**src/sv/dlprc_pkg.sv**
```systemverilog
// ----------------------------------------------------------------------------
// dlprc_pkg: shared types and constants of the door latch controller
// Register indexes, status codes, config bundle and result beat layout.
// ----------------------------------------------------------------------------
package dlprc_pkg;

  // timer width default
  localparam int TIMER_WIDTH_DEF = 16;

  // config port geometry
  localparam int CFG_IDX_W  = 3;
  localparam int CFG_DATA_W = 16;

  // register indexes
  localparam logic [CFG_IDX_W-1:0] CFG_PULSE_TICKS     = 3'd0;
  localparam logic [CFG_IDX_W-1:0] CFG_FAIL_WAIT_TICKS = 3'd1;
  localparam logic [CFG_IDX_W-1:0] CFG_MAX_ATTEMPTS    = 3'd2;
  localparam logic [CFG_IDX_W-1:0] CFG_SAMPLE_TICKS    = 3'd3;
  localparam logic [CFG_IDX_W-1:0] CFG_DEBOUNCE_LIMIT  = 3'd4;

  // register reset values
  localparam logic [15:0] PULSE_TICKS_RST     = 16'd200;
  localparam logic [15:0] FAIL_WAIT_TICKS_RST = 16'd400;
  localparam logic [3:0]  MAX_ATTEMPTS_RST    = 4'd3;
  localparam logic [15:0] SAMPLE_TICKS_RST    = 16'd20;
  localparam logic [2:0]  DEBOUNCE_LIMIT_RST  = 3'd5;

  // item kinds
  localparam logic ACT_TICK    = 1'b0;
  localparam logic ACT_REQUEST = 1'b1;

  // door status codes
  localparam logic [1:0] DOOR_CLOSED = 2'd0;
  localparam logic [1:0] DOOR_OPEN   = 2'd1;
  localparam logic [1:0] DOOR_FAULT  = 2'd2;

  // sequence phase
  localparam logic PH_IDLE   = 1'b0;
  localparam logic PH_ACTIVE = 1'b1;

  // beat widths
  localparam int IN_DATA_W  = 8;
  localparam int OUT_DATA_W = 8;

  typedef struct packed {
    logic [15:0] pulse_ticks;
    logic [15:0] fail_wait_ticks;
    logic [3:0]  max_attempts;
    logic [15:0] sample_ticks;
    logic [2:0]  debounce_limit;
  } cfg_t;

  typedef struct packed {
    logic       opening_active;
    logic       request_busy;
    logic [1:0] door_status;
    logic       latch_drive;
  } result_t;

endpackage

```
**src/sv/door_latch_pulse_retry_controller_top.sv**
```systemverilog
// ----------------------------------------------------------------------------
// door_latch_pulse_retry_controller_top: door latch pulse and retry controller
// Drives a latch pulse per open request, retries on failure, declares a fault
// and debounces the sensor back out of fault.
//
//   channel  | direction | beat content
//   ---------+-----------+------------------------------------------------
//   s_axis   | in        | tuser: action; tdata: sensor_open
//   m_axis   | out       | tdata: latch_drive, door_status, request_busy,
//            |           |        opening_active
//   cfg      | in        | cfg_index, cfg_data
//
// One result beat per input beat; a beat can be taken every cycle while
// the output buffer has room. Each beat passes the input register, then
// the state update into the output buffer. The two-entry output buffer
// keeps input accepted through one beat of output stall. Synchronous reset
// clears all state and loads register defaults.
// ----------------------------------------------------------------------------
module door_latch_pulse_retry_controller_top #(
  parameter int TIMER_WIDTH = dlprc_pkg::TIMER_WIDTH_DEF
) (
  input  logic                                 clk,
  input  logic                                 rst,
  // input beat
  input  logic                                 s_tvalid,
  output logic                                 s_tready,
  input  logic [dlprc_pkg::IN_DATA_W-1:0]      s_tdata,  // [0] sensor_open
  input  logic                                 s_tuser,  // [0] action
  // result beat
  output logic                                 m_tvalid,
  input  logic                                 m_tready,
  // [0] latch_drive, [2:1] door_status, [3] request_busy, [4] opening_active
  output logic [dlprc_pkg::OUT_DATA_W-1:0]     m_tdata,
  // register writes
  input  logic                                 cfg_valid,
  output logic                                 cfg_ready,
  input  logic [dlprc_pkg::CFG_IDX_W-1:0]      cfg_index,
  input  logic [dlprc_pkg::CFG_DATA_W-1:0]     cfg_data
);

  dlprc_pkg::cfg_t    cfg;
  dlprc_pkg::result_t res;
  logic               res_valid;
  logic               res_room;

  // register file
  dlprc_cfg u_cfg (
    .clk       (clk),
    .rst       (rst),
    .cfg_valid (cfg_valid),
    .cfg_ready (cfg_ready),
    .cfg_index (cfg_index),
    .cfg_data  (cfg_data),
    .cfg       (cfg)
  );

  // controller
  dlprc_core #(
    .TIMER_WIDTH (TIMER_WIDTH)
  ) u_core (
    .clk         (clk),
    .rst         (rst),
    .cfg         (cfg),
    .in_valid    (s_tvalid),
    .in_ready    (s_tready),
    .action      (s_tuser),
    .sensor_open (s_tdata[0]),
    .res_valid   (res_valid),
    .res         (res),
    .res_room    (res_room)
  );

  // output buffer
  dlprc_out u_out (
    .clk       (clk),
    .rst       (rst),
    .res_valid (res_valid),
    .res       (res),
    .res_room  (res_room),
    .m_tvalid  (m_tvalid),
    .m_tready  (m_tready),
    .m_tdata   (m_tdata)
  );

endmodule

```
**src/sv/dlprc_cfg.sv**
```systemverilog
// ----------------------------------------------------------------------------
// dlprc_cfg: configuration register file
// Holds the five timing and limit registers, written one beat at a time.
// ----------------------------------------------------------------------------
module dlprc_cfg (
  input  logic                                clk,
  input  logic                                rst,
  input  logic                                cfg_valid,
  output logic                                cfg_ready,
  input  logic [dlprc_pkg::CFG_IDX_W-1:0]     cfg_index,
  input  logic [dlprc_pkg::CFG_DATA_W-1:0]    cfg_data,
  output dlprc_pkg::cfg_t                     cfg
);

  // writes are always accepted
  assign cfg_ready = 1'b1;

  // register writes, out-of-range indexes are dropped
  always_ff @(posedge clk) begin
    if (rst) begin
      cfg.pulse_ticks     <= dlprc_pkg::PULSE_TICKS_RST;
      cfg.fail_wait_ticks <= dlprc_pkg::FAIL_WAIT_TICKS_RST;
      cfg.max_attempts    <= dlprc_pkg::MAX_ATTEMPTS_RST;
      cfg.sample_ticks    <= dlprc_pkg::SAMPLE_TICKS_RST;
      cfg.debounce_limit  <= dlprc_pkg::DEBOUNCE_LIMIT_RST;
    end else if (cfg_valid) begin
      case (cfg_index)
        dlprc_pkg::CFG_PULSE_TICKS:     cfg.pulse_ticks     <= cfg_data;
        dlprc_pkg::CFG_FAIL_WAIT_TICKS: cfg.fail_wait_ticks <= cfg_data;
        dlprc_pkg::CFG_MAX_ATTEMPTS:    cfg.max_attempts    <= cfg_data[3:0];
        dlprc_pkg::CFG_SAMPLE_TICKS:    cfg.sample_ticks    <= cfg_data;
        dlprc_pkg::CFG_DEBOUNCE_LIMIT:  cfg.debounce_limit  <= cfg_data[2:0];
        default: ;
      endcase
    end
  end

endmodule

```
**src/sv/dlprc_core.sv**
```systemverilog
// ----------------------------------------------------------------------------
// dlprc_core: input register and controller state update
// Registers each accepted beat, then applies the request, pulse/retry and
// fault debounce rules in one pass and hands the result downstream.
// ----------------------------------------------------------------------------
module dlprc_core #(
  parameter int TIMER_WIDTH = dlprc_pkg::TIMER_WIDTH_DEF
) (
  input  logic                 clk,
  input  logic                 rst,
  input  dlprc_pkg::cfg_t      cfg,
  input  logic                 in_valid,
  output logic                 in_ready,
  input  logic                 action,
  input  logic                 sensor_open,
  output logic                 res_valid,
  output dlprc_pkg::result_t   res,
  input  logic                 res_room
);

  // compare width covers both timer and 16-bit thresholds
  localparam int CMP_W = (TIMER_WIDTH > 16) ? TIMER_WIDTH : 16;

  // input register
  logic st_valid;
  logic st_action;
  logic st_sensor;
  logic advance;

  // controller state
  logic                   opening_pending, opening_pending_next;
  logic                   phase, phase_next;
  logic [TIMER_WIDTH-1:0] elapsed_count, elapsed_count_next;
  logic [3:0]             attempt_count, attempt_count_next;
  logic [TIMER_WIDTH-1:0] sample_count, sample_count_next;
  logic signed [3:0]      debounce_level, debounce_level_next;
  logic [1:0]             door_state, door_state_next;
  logic                   drive_on, drive_on_next;
  logic                   busy;

  // helpers
  logic [CMP_W-1:0]       elapsed_w;
  logic [CMP_W-1:0]       sample_w;
  logic [3:0]             attempt_inc;
  logic signed [4:0]      lvl_up;
  logic signed [4:0]      lvl_dn;
  logic signed [4:0]      lim_pos;
  logic signed [4:0]      lim_neg;

  assign advance  = st_valid && res_room;
  assign in_ready = !st_valid || res_room;

  // input stage
  always_ff @(posedge clk) begin
    if (rst) begin
      st_valid <= 1'b0;
    end else if (in_ready) begin
      st_valid <= in_valid;
    end
  end

  always_ff @(posedge clk) begin
    if (in_ready && in_valid) begin
      st_action <= action;
      st_sensor <= sensor_open;
    end
  end

  // next-state logic for one beat
  always_comb begin
    opening_pending_next = opening_pending;
    phase_next           = phase;
    elapsed_count_next   = elapsed_count;
    attempt_count_next   = attempt_count;
    sample_count_next    = sample_count;
    debounce_level_next  = debounce_level;
    door_state_next      = door_state;
    drive_on_next        = drive_on;
    busy                 = 1'b0;
    elapsed_w            = '0;
    sample_w             = '0;
    attempt_inc          = attempt_count + 4'd1;
    lvl_up               = 5'(debounce_level) + 5'sd1;
    lvl_dn               = 5'(debounce_level) - 5'sd1;
    lim_pos              = signed'({2'b00, cfg.debounce_limit});
    lim_neg              = -lim_pos;

    if (st_action == dlprc_pkg::ACT_REQUEST) begin
      busy                 = opening_pending;
      opening_pending_next = 1'b1;
    end else begin
      // opening sequence
      if (opening_pending) begin
        if (phase == dlprc_pkg::PH_IDLE) begin
          drive_on_next      = 1'b1;
          elapsed_count_next = '0;
          phase_next         = dlprc_pkg::PH_ACTIVE;
        end else begin
          if (elapsed_count != {TIMER_WIDTH{1'b1}}) begin
            elapsed_count_next = elapsed_count + 1'b1;
          end
          elapsed_w = CMP_W'(elapsed_count_next);
          if (elapsed_w >= CMP_W'(cfg.pulse_ticks)) begin
            drive_on_next = 1'b0;
            if (st_sensor) begin
              door_state_next      = dlprc_pkg::DOOR_OPEN;
              opening_pending_next = 1'b0;
              attempt_count_next   = '0;
              phase_next           = dlprc_pkg::PH_IDLE;
            end else if (elapsed_w >= CMP_W'(cfg.fail_wait_ticks)) begin
              attempt_count_next = attempt_inc;
              if (attempt_inc >= cfg.max_attempts) begin
                attempt_count_next   = '0;
                door_state_next      = dlprc_pkg::DOOR_FAULT;
                opening_pending_next = 1'b0;
              end
              phase_next = dlprc_pkg::PH_IDLE;
            end
          end
        end
      end

      // sample timer and fault debounce
      if (sample_count != {TIMER_WIDTH{1'b1}}) begin
        sample_count_next = sample_count + 1'b1;
      end
      sample_w = CMP_W'(sample_count_next);
      if (sample_w >= CMP_W'(cfg.sample_ticks)) begin
        sample_count_next = '0;
        if (door_state_next == dlprc_pkg::DOOR_FAULT) begin
          if (st_sensor) begin
            debounce_level_next = lvl_up[3:0];
            if (lvl_up >= lim_pos) begin
              debounce_level_next = lim_pos[3:0];
              door_state_next     = dlprc_pkg::DOOR_OPEN;
            end
          end else begin
            debounce_level_next = lvl_dn[3:0];
            if (lvl_dn <= lim_neg) begin
              debounce_level_next = lim_neg[3:0];
              door_state_next     = dlprc_pkg::DOOR_CLOSED;
            end
          end
        end
      end
    end
  end

  // state registers
  always_ff @(posedge clk) begin
    if (rst) begin
      opening_pending <= 1'b0;
      phase           <= dlprc_pkg::PH_IDLE;
      elapsed_count   <= '0;
      attempt_count   <= '0;
      sample_count    <= '0;
      debounce_level  <= '0;
      door_state      <= dlprc_pkg::DOOR_CLOSED;
      drive_on        <= 1'b0;
    end else if (advance) begin
      opening_pending <= opening_pending_next;
      phase           <= phase_next;
      elapsed_count   <= elapsed_count_next;
      attempt_count   <= attempt_count_next;
      sample_count    <= sample_count_next;
      debounce_level  <= debounce_level_next;
      door_state      <= door_state_next;
      drive_on        <= drive_on_next;
    end
  end

  // result of the beat being retired
  assign res_valid          = advance;
  assign res.latch_drive    = drive_on_next;
  assign res.door_status    = door_state_next;
  assign res.request_busy   = busy;
  assign res.opening_active = opening_pending_next;

endmodule

```
**src/sv/dlprc_out.sv**
```systemverilog
// ----------------------------------------------------------------------------
// dlprc_out: two-entry output buffer
// Registers results and absorbs one beat of downstream stall.
// ----------------------------------------------------------------------------
module dlprc_out (
  input  logic                                  clk,
  input  logic                                  rst,
  input  logic                                  res_valid,
  input  dlprc_pkg::result_t                    res,
  output logic                                  res_room,
  output logic                                  m_tvalid,
  input  logic                                  m_tready,
  output logic [dlprc_pkg::OUT_DATA_W-1:0]      m_tdata
);

  logic [1:0]         count;
  dlprc_pkg::result_t head;
  dlprc_pkg::result_t skid;
  logic               pop;

  assign m_tvalid = (count != 2'd0);
  assign pop      = m_tvalid && m_tready;
  assign res_room = (count != 2'd2) || m_tready;
  assign m_tdata  = dlprc_pkg::OUT_DATA_W'(head);

  // occupancy
  always_ff @(posedge clk) begin
    if (rst) begin
      count <= 2'd0;
    end else begin
      count <= count + {1'b0, res_valid} - {1'b0, pop};
    end
  end

  // data movement
  always_ff @(posedge clk) begin
    priority if (res_valid && pop) begin
      if (count == 2'd2) begin
        head <= skid;
        skid <= res;
      end else begin
        head <= res;
      end
    end else if (res_valid) begin
      if (count == 2'd0) begin
        head <= res;
      end else begin
        skid <= res;
      end
    end else if (pop) begin
      head <= skid;
    end else begin
      // nothing moves, both entries hold
      head <= head;
    end
  end

endmodule
```
**config.mk**
```make
export PLATFORM = sky130hd
export DESIGN_NAME = door_latch_pulse_retry_controller_top
export DESIGN_NICKNAME = d
export VERILOG_FILES = /design/src/sv/dlprc_pkg.sv /design/src/sv/door_latch_pulse_retry_controller_top.sv /design/src/sv/dlprc_cfg.sv /design/src/sv/dlprc_core.sv /design/src/sv/dlprc_out.sv
export SDC_FILE = /design/constraint.sdc
export NUM_CORES = 1
export LEC_CHECK = 0
export BUFFER_PORTS_ARGS = -buffer_cell sky130_fd_sc_hd__clkbuf_2
export CORE_AREA = 2 2 135 137
export DETAILED_ROUTE_END_ITERATION = 16
export DIE_AREA = 0 0 137 139
export PLACE_DENSITY_LB_ADDON = 0.3
export REMOVE_ABC_BUFFERS = 1
export SLEW_MARGIN = 10
export SYNTH_ARGS = -nofsm -noshare
export SYNTH_HDL_FRONTEND = slang
export SYNTH_SLANG_ARGS = --single-unit
```
**constraint.sdc**
```tcl
create_clock -name clk -period 12.37 [get_ports clk]
set_input_delay 1.8555 -clock clk [delete_from_list [all_inputs] [get_ports clk]]
set_output_delay 1.8555 -clock clk [all_outputs]
set_load 0.03 [all_outputs]
```
# Word-level counts from Yosys, hierarchy flattened

Index checks and enable logic that the tools add are counted.
W data, S select, Z words.

Register bits: 115
Output and inout bits: 11
Logic and storage cells: 128

$add $sub $neg: 8
$lt $le $gt $ge: 6
Equal/unequal tests: 12
Muxes and demuxes: 52
Bitwise gates (word level): 1
Reduce and logical (&&, ||, !) cells: 24

Operator list:

| operator                | number |
|---|---|
| $mux W16                | 8 |
| $ge A16 B16 Y1          | 3 |
| $mux W5                 | 9 |
| $add A16 B1 Y16 const B | 2 |
| $ne A16 B16 Y1 const B  | 2 |
| $mux W2                 | 13 |
| $mux W4                 | 6 |
| $mux W1                 | 16 |
| $reduce_and A2 Y1       | 7 |
| $eq A3 B2 Y1 const B    | 2 |
| $reduce_and A3 Y1       | 2 |
| $reduce_and A6 Y1       | 1 |
| $reduce_bool A2 Y1      | 3 |
| $add A4 B2 Y5 const B   | 1 |
| $ge A5 B4 Y1            | 1 |
| $le A5 B5 Y1            | 1 |
| $neg A3 Y5              | 1 |
| $sub A4 B2 Y5 const B   | 1 |
| $add A4 B1 Y4 const B   | 1 |
| $eq A2 B2 Y1 const B    | 2 |
| $ge A4 B4 Y1            | 1 |
| $logic_and A1 B1 Y1     | 4 |
| $ne A2 B2 Y1 const B    | 2 |
| $reduce_and A4 Y1       | 1 |
| 12 further kinds        | 13 |

# Logic depth before layout (Yosys ltp)

Depth in word-level cells: 20
Gate-level depth with buffers: 19

# By module

Synthesis repeated with hierarchy kept, for this count alone.

Cell total of the unflattened synthesis: 854
Area total of the unflattened synthesis: 7473.4 µm²

By module, submodules not included:

| module     | instances | cells an instance | area each (µm²) |
|---|---|---|---|
| dlprc_core | 1         | 586               | 4565.6 |
| dlprc_cfg  | 1         | 215               | 2264.7 |
| dlprc_out  | 1         | 53                | 643.1 |

# Worst setup path after synthesis

Ideal clock, no wire load.

Path kind: input -> output
From: input port m_tready
To: output port s_tready
Arrival: 2.341 ns
Data required time: 10.514 ns
Setup slack: 8.174 ns
Stages: 2
Cells stage by stage: nor3b_1 -> inv_1

Longest elaborated chain between the ends: 2

Ends and longest elaborated chain:

| what               | RTL line                                    | text |
|---|---|---|
| from (decl)        | door_latch_pulse_retry_controller_top.sv:31 | `input logic m_tready,` |
| $logic_or A1 B1 Y1 | dlprc_out.sv:23                             | `assign res_room = (count != 2'd2) \|\| m_tready;` |
| $logic_or A1 B1 Y1 | dlprc_core.sv:51                            | `assign in_ready = !st_valid \|\| res_room;` |
| to (decl)          | door_latch_pulse_retry_controller_top.sv:26 | `output logic s_tready,` |

Every way passes these cells.

# Worst setup path after layout

From: register u_core.elapsed_count[0]
To: register u_core.debounce_level[2]

Longest elaborated chain between the ends: 14

Ends and longest elaborated chain:

| what                                              | RTL line                            | text |
|---|---|---|
| from (decl)                                       | dlprc_core.sv:33                    | `logic [TIMER_WIDTH-1:0] elapsed_count, elapsed_count_next;` |
| from (signal assigned)                            | dlprc_core.sv:163                   | `elapsed_count <= elapsed_count_next;` |
| $add A16 B1 Y16 or $ne A16 B16 Y1 (tied branches) | dlprc_core.sv:100, dlprc_core.sv:99 |  |
| $mux W16 *                                        | dlprc_core.sv:99                    | `if (elapsed_count != {TIMER_WIDTH{1'b1}}) begin` |
| $mux W16 *                                        | dlprc_core.sv:94                    | `if (phase == dlprc_pkg::PH_IDLE) begin` |
| $mux W16 *                                        | dlprc_core.sv:93                    | `if (opening_pending) begin` |
| $mux W16 *                                        | dlprc_core.sv:88                    | `if (st_action == dlprc_pkg::ACT_REQUEST) begin` |
| $ge A16 B16 Y1                                    | dlprc_core.sv:110                   | `end else if (elapsed_w >= CMP_W'(cfg.fail_wait_ticks)) begin` |
| $mux W2                                           | dlprc_core.sv:110                   |  |
| $mux W2                                           | dlprc_core.sv:105                   | `if (st_sensor) begin` |
| $mux W2 *                                         | dlprc_core.sv:103                   | `if (elapsed_w >= CMP_W'(cfg.pulse_ticks)) begin` |
| $mux W2 *                                         | dlprc_core.sv:94                    |  |
| $mux W2 *                                         | dlprc_core.sv:93                    |  |
| $mux W2 *                                         | dlprc_core.sv:88                    |  |
| $eq A2 B2 Y1 *                                    | dlprc_core.sv:130                   | `if (door_state_next == dlprc_pkg::DOOR_FAULT) begin` |
| $reduce_and A4 Y1 (no source line) *              | n/a                                 |  |
| to (signal assigned)                              | dlprc_core.sv:166                   | `debounce_level <= debounce_level_next;` |
| to (decl)                                         | dlprc_core.sv:36                    | `logic signed [3:0] debounce_level, debounce_level_next;` |

Mark *: on every way between the ends. The rest lies on a longest branch, timed or not. The select of a mux whose other input is x is not followed.
A chain may end at the register's enable or synchronous reset.

==> metrics.log <==
INFO  metric result_of_the_run = complete, no violations
INFO  metric top_usage_layer = met2
INFO  metric minimum_setup_slack_after_placement = 7.74 ns
INFO  metric clk_pin_slew_worst_paths = 0.06 ns
INFO  metric fin_skew = 0.00743 ns
INFO  metric grt_setup_unrepaired = false
INFO  metric num_antenna_cells = 0
INFO  metric globalRouteTotalUtil = 0.182
INFO  metric fin_crit = 4.66 ns
INFO  metric synthesis.yosys.warnings = 0
INFO  metric use_met2 = 0.278
INFO  metric chipWidth = 137 µm
INFO  metric cp_num_buf_inv = 0
INFO  metric nFillCells = 1826
INFO  metric synth.distinct_cells = 64
INFO  metric grt-ovfl-total = 0
INFO  metric syn-instance-count = 868
INFO  metric finalHoldViolations = 0
INFO  metric layout-drive-gt1-share = 0.0894
INFO  metric initial_utilization = 0.393
INFO  metric finish.net_count = 984
INFO  metric antenna_left = 0
INFO  metric final_area = 0.00785 mm²
INFO  metric cap_violations = 0
INFO  metric yosys.area.top_type_share = 0.297
INFO  metric critPathCaptureType = register
INFO  metric drt_iter0_markers = 291
INFO  metric post-route-drc-count = 0
INFO  metric hp-class = reg -> reg
INFO  metric cp_startpoint_kind = register
INFO  metric cts_tree = yes
INFO  metric use_met1 = 0.253
INFO  metric globalRouteMet3Util = 0.0424
INFO  metric crit_path_cell_trace = ha_1 -> and3_1 -> nand3b_1 -> nand3_1 -> nor3_1 -> nand3_1 -> xnor2_1 -> ha_1 -> and4_1 -> a31oi_1 -> a21oi_1 -> a211o_1 -> nor2b_1 -> a32oi_1 -> o21ai_1 -> o311a_1
INFO  metric via_count_of_the_first_global_routing_pass = 5516
INFO  metric ys.flop_type = dfxtp_1
INFO  metric io_buffer_count = 32
INFO  metric cell_count_after_placement = 1093
INFO  metric synth_seq_cells = 115
INFO  metric worst_ep_arrival_time = 4.98 ns
INFO  metric synth.largest_area_cell = dfxtp_1
INFO  metric crit_path_top_delay_cell = a32oi_1
INFO  metric crit_path_max_incr_delay = 0.64 ns
INFO  metric placed_area = 0.00723 mm²
INFO  metric clk_path_buf_depth = 2
INFO  metric grt_antenna_before_repair = 0
INFO  metric clock_latency_on_the_worst_skew_pair = 0.43 ns
INFO  metric p_leak = 3.18 nW
INFO  metric final.setup.tns = 0 ns
INFO  metric fmaxAchievable = 215 MHz
INFO  metric relSlewSlack = 0.413
INFO  metric synth-edff-count = 12
INFO  metric grt_start_max_net_pins = 57
INFO  metric synth_async_sr_flop_share = 0
INFO  metric dp_hpwl = 12100 µm
INFO  metric post_drt_via_cell_ratio = 5.21
INFO  metric die_y = 139 µm
INFO  metric totalPowerFinal = 1.02 mW
INFO  metric synth.cell_area = 0.00694 mm²
INFO  metric synth.yosys.seq_area_share = 0.349
INFO  metric timing.critical_path.max_delay_family = simple AND/OR/NAND/NOR gates
INFO  metric fp.coreArea = 0.0177 mm²
INFO  metric cts.sinks = 115
INFO  metric criticalPathCategory = reg -> reg
INFO  metric detailedRoute.firstPassIterationCount = 5
INFO  metric syn_to_final_growth = 13.1%
INFO  metric via_count = 5857
INFO  metric grt_pass1_wl = 27500 µm
INFO  metric cts.hold.buffers_added = 0
INFO  metric gp_congestion = 0.825
INFO  metric timing_worst_slew_pin_value = 0.879 ns
INFO  metric design.portCount = 44
INFO  metric final_max_slew_viol_count = 0
INFO  metric routed_wire_length = 16400 µm
INFO  metric setup_slack = 7.71 ns
INFO  metric cts_made_buffers = 17
INFO  metric required = 12.68 ns
INFO  metric cts_htree_levels = 4
INFO  metric post_drt_wl_per_cell = 14.6 µm
INFO  metric die-area = 0.0190 mm²
INFO  metric final-instance-count-excl-fill = 1124
INFO  metric synth_area_per_cell = 7.99 µm²
INFO  metric finalSetupViolCount = 0
INFO  metric pwr_density_cell = 130 mW/mm²
INFO  metric vdd_drop_max = 0.101 mV
INFO  metric std_cell_rows = 49
INFO  metric regArea = 0.00242 mm²
INFO  metric ys_top_cells_by_area = dfxtp_1, ha_1, nand2_1
INFO  metric multi_input_area = 0.00407 mm²
INFO  metric cts_resized = 0
INFO  metric crit_path_max_fanout = 10
INFO  metric fin_crit_sh = 0.377
INFO  metric postCtsSetupBuffers = 0
INFO  metric root_buffer = clkbuf_16
==> per-layer routing <==
| metal | up-vias | share of wire |
|---|---|---|
| met5 | - | 0 |
| met4 | 0 | 0.015 |
| met3 | 22 | 0.042 |
| met2 | 95 | 0.44 |
| met1 | 2694 | 0.50 |
| li1 | 3046 | - |
==> sequential cells by signal, indices dropped and copies added (netlist names), 2 cells and up <==
name / flops
u_cfg.cfg: 55
u_core.elapsed_count: 16
u_core.debounce_level: 4
u_out.count: 2
u_out.m_tdata: 5
u_core.sample_count: 16
u_core.door_state: 2
u_core.attempt_count: 4
u_out.skid: 5
==> metrics by stage <==
step / utilization / hold WS [ns]
final: 0.444 / 0.453
after global routing: 0.444 / 0.471
after CTS: 0.444 / 0.453
after detailed placement: 0.410 / 0.446
after global placement: 0.410 / 0.444
after floorplan: - / 0.430
==> where the power goes <==
| group | internal [mW] | switching [mW] | total [mW] | leakage (nW) |
|---|---|---|---|---|
| clock | 0.334 | 0.177 | 0.511 | 0.293 |
| sequential | 0.395 | 0.00891 | 0.403 | 0.947 |
| combinational | 0.0360 | 0.0695 | 0.106 | 1.94 |
| total | 0.765 | 0.255 | 1.02 | 3.18 |
==> cell families after synthesis <==
kind of cell	Yosys count	share of synthesized area
DFF	115	0.349
adders and majority gates	68	0.123
AOI/OAI and AO/OA	204	0.192
buffers and inverters	113	0.0655
xor gates and xnor gates	32	0.0404
and+or+nand+nor	320	0.209
other	2	0.00108
muxes	14	0.0211
==> cells in the mapped netlist (10+ instances only) <==
cell,count
dfxtp_1,103
and3_1,12
a21o_1,14
a22oi_1,16
o21ai_1,10
o211ai_1,16
clkbuf_1,34
nand4_1,10
nor3_1,10
o21ai_0,21
xnor2_1,23
nand3_1,28
a21oi_1,74
inv_1,69
ha_1,68
nand2_1,146
nor2_1,69
edfxtp_1,12
==> tightest hold or removal path, cell delays in order (launching register included) <==
cell and delay (ns):
dfxtp_1 0.30, nand2_1 0.05, a21oi_1 0.05
==> area by class of cell <==
class / instances / share of cell area
multi-input cells: 642 / 0.518
flip-flops and latches: 115 / 0.309
clock buffers: 17 / 0.0542
well taps: 229 / 0.0365
inverters: 71 / 0.0340
repair buffers: 36 / 0.0242
clock inverters: 14 / 0.0239
==> path summary, 6_finish.rpt <==
| path | depth (start not counted) | startpoint | slack, ns | end |
|---|---|---|---|---|
| max | 16 | u_core.elapsed_count[0]$_SDFFE_PP0P_ | 7.71 | u_core.debounce_level[2]$_SDFFE_PP0P_ |
| min | 2 | u_cfg.cfg[38]$_SDFFE_PP0P_ | 0.45 | u_cfg.cfg[38]$_SDFFE_PP0P_ |
| max reg2reg | 16 | u_core.elapsed_count[0]$_SDFFE_PP0P_ | 7.71 | u_core.debounce_level[2]$_SDFFE_PP0P_ |
| min reg2reg | 2 | u_cfg.cfg[38]$_SDFFE_PP0P_ | 0.45 | u_cfg.cfg[38]$_SDFFE_PP0P_ |
==> cell usage in the layout, fill, tap and decap left out, types with 17 or more instances in the layout <==
| cell | synthesis | final |
|---|---|---|
| inv_1 | 69 | 69 |
| dfxtp_1 | 103 | 103 |
| a21oi_1 | 74 | 74 |
| clkbuf_2 | 0 | 32 |
| clkbuf_16 | 0 | 17 |
| nand3_1 | 28 | 28 |
| o21ai_0 | 21 | 21 |
| nor2_1 | 69 | 69 |
| ha_1 | 68 | 68 |
| nand2_1 | 146 | 146 |
| xnor2_1 | 23 | 23 |
Power figures use the tool's default switching activity.
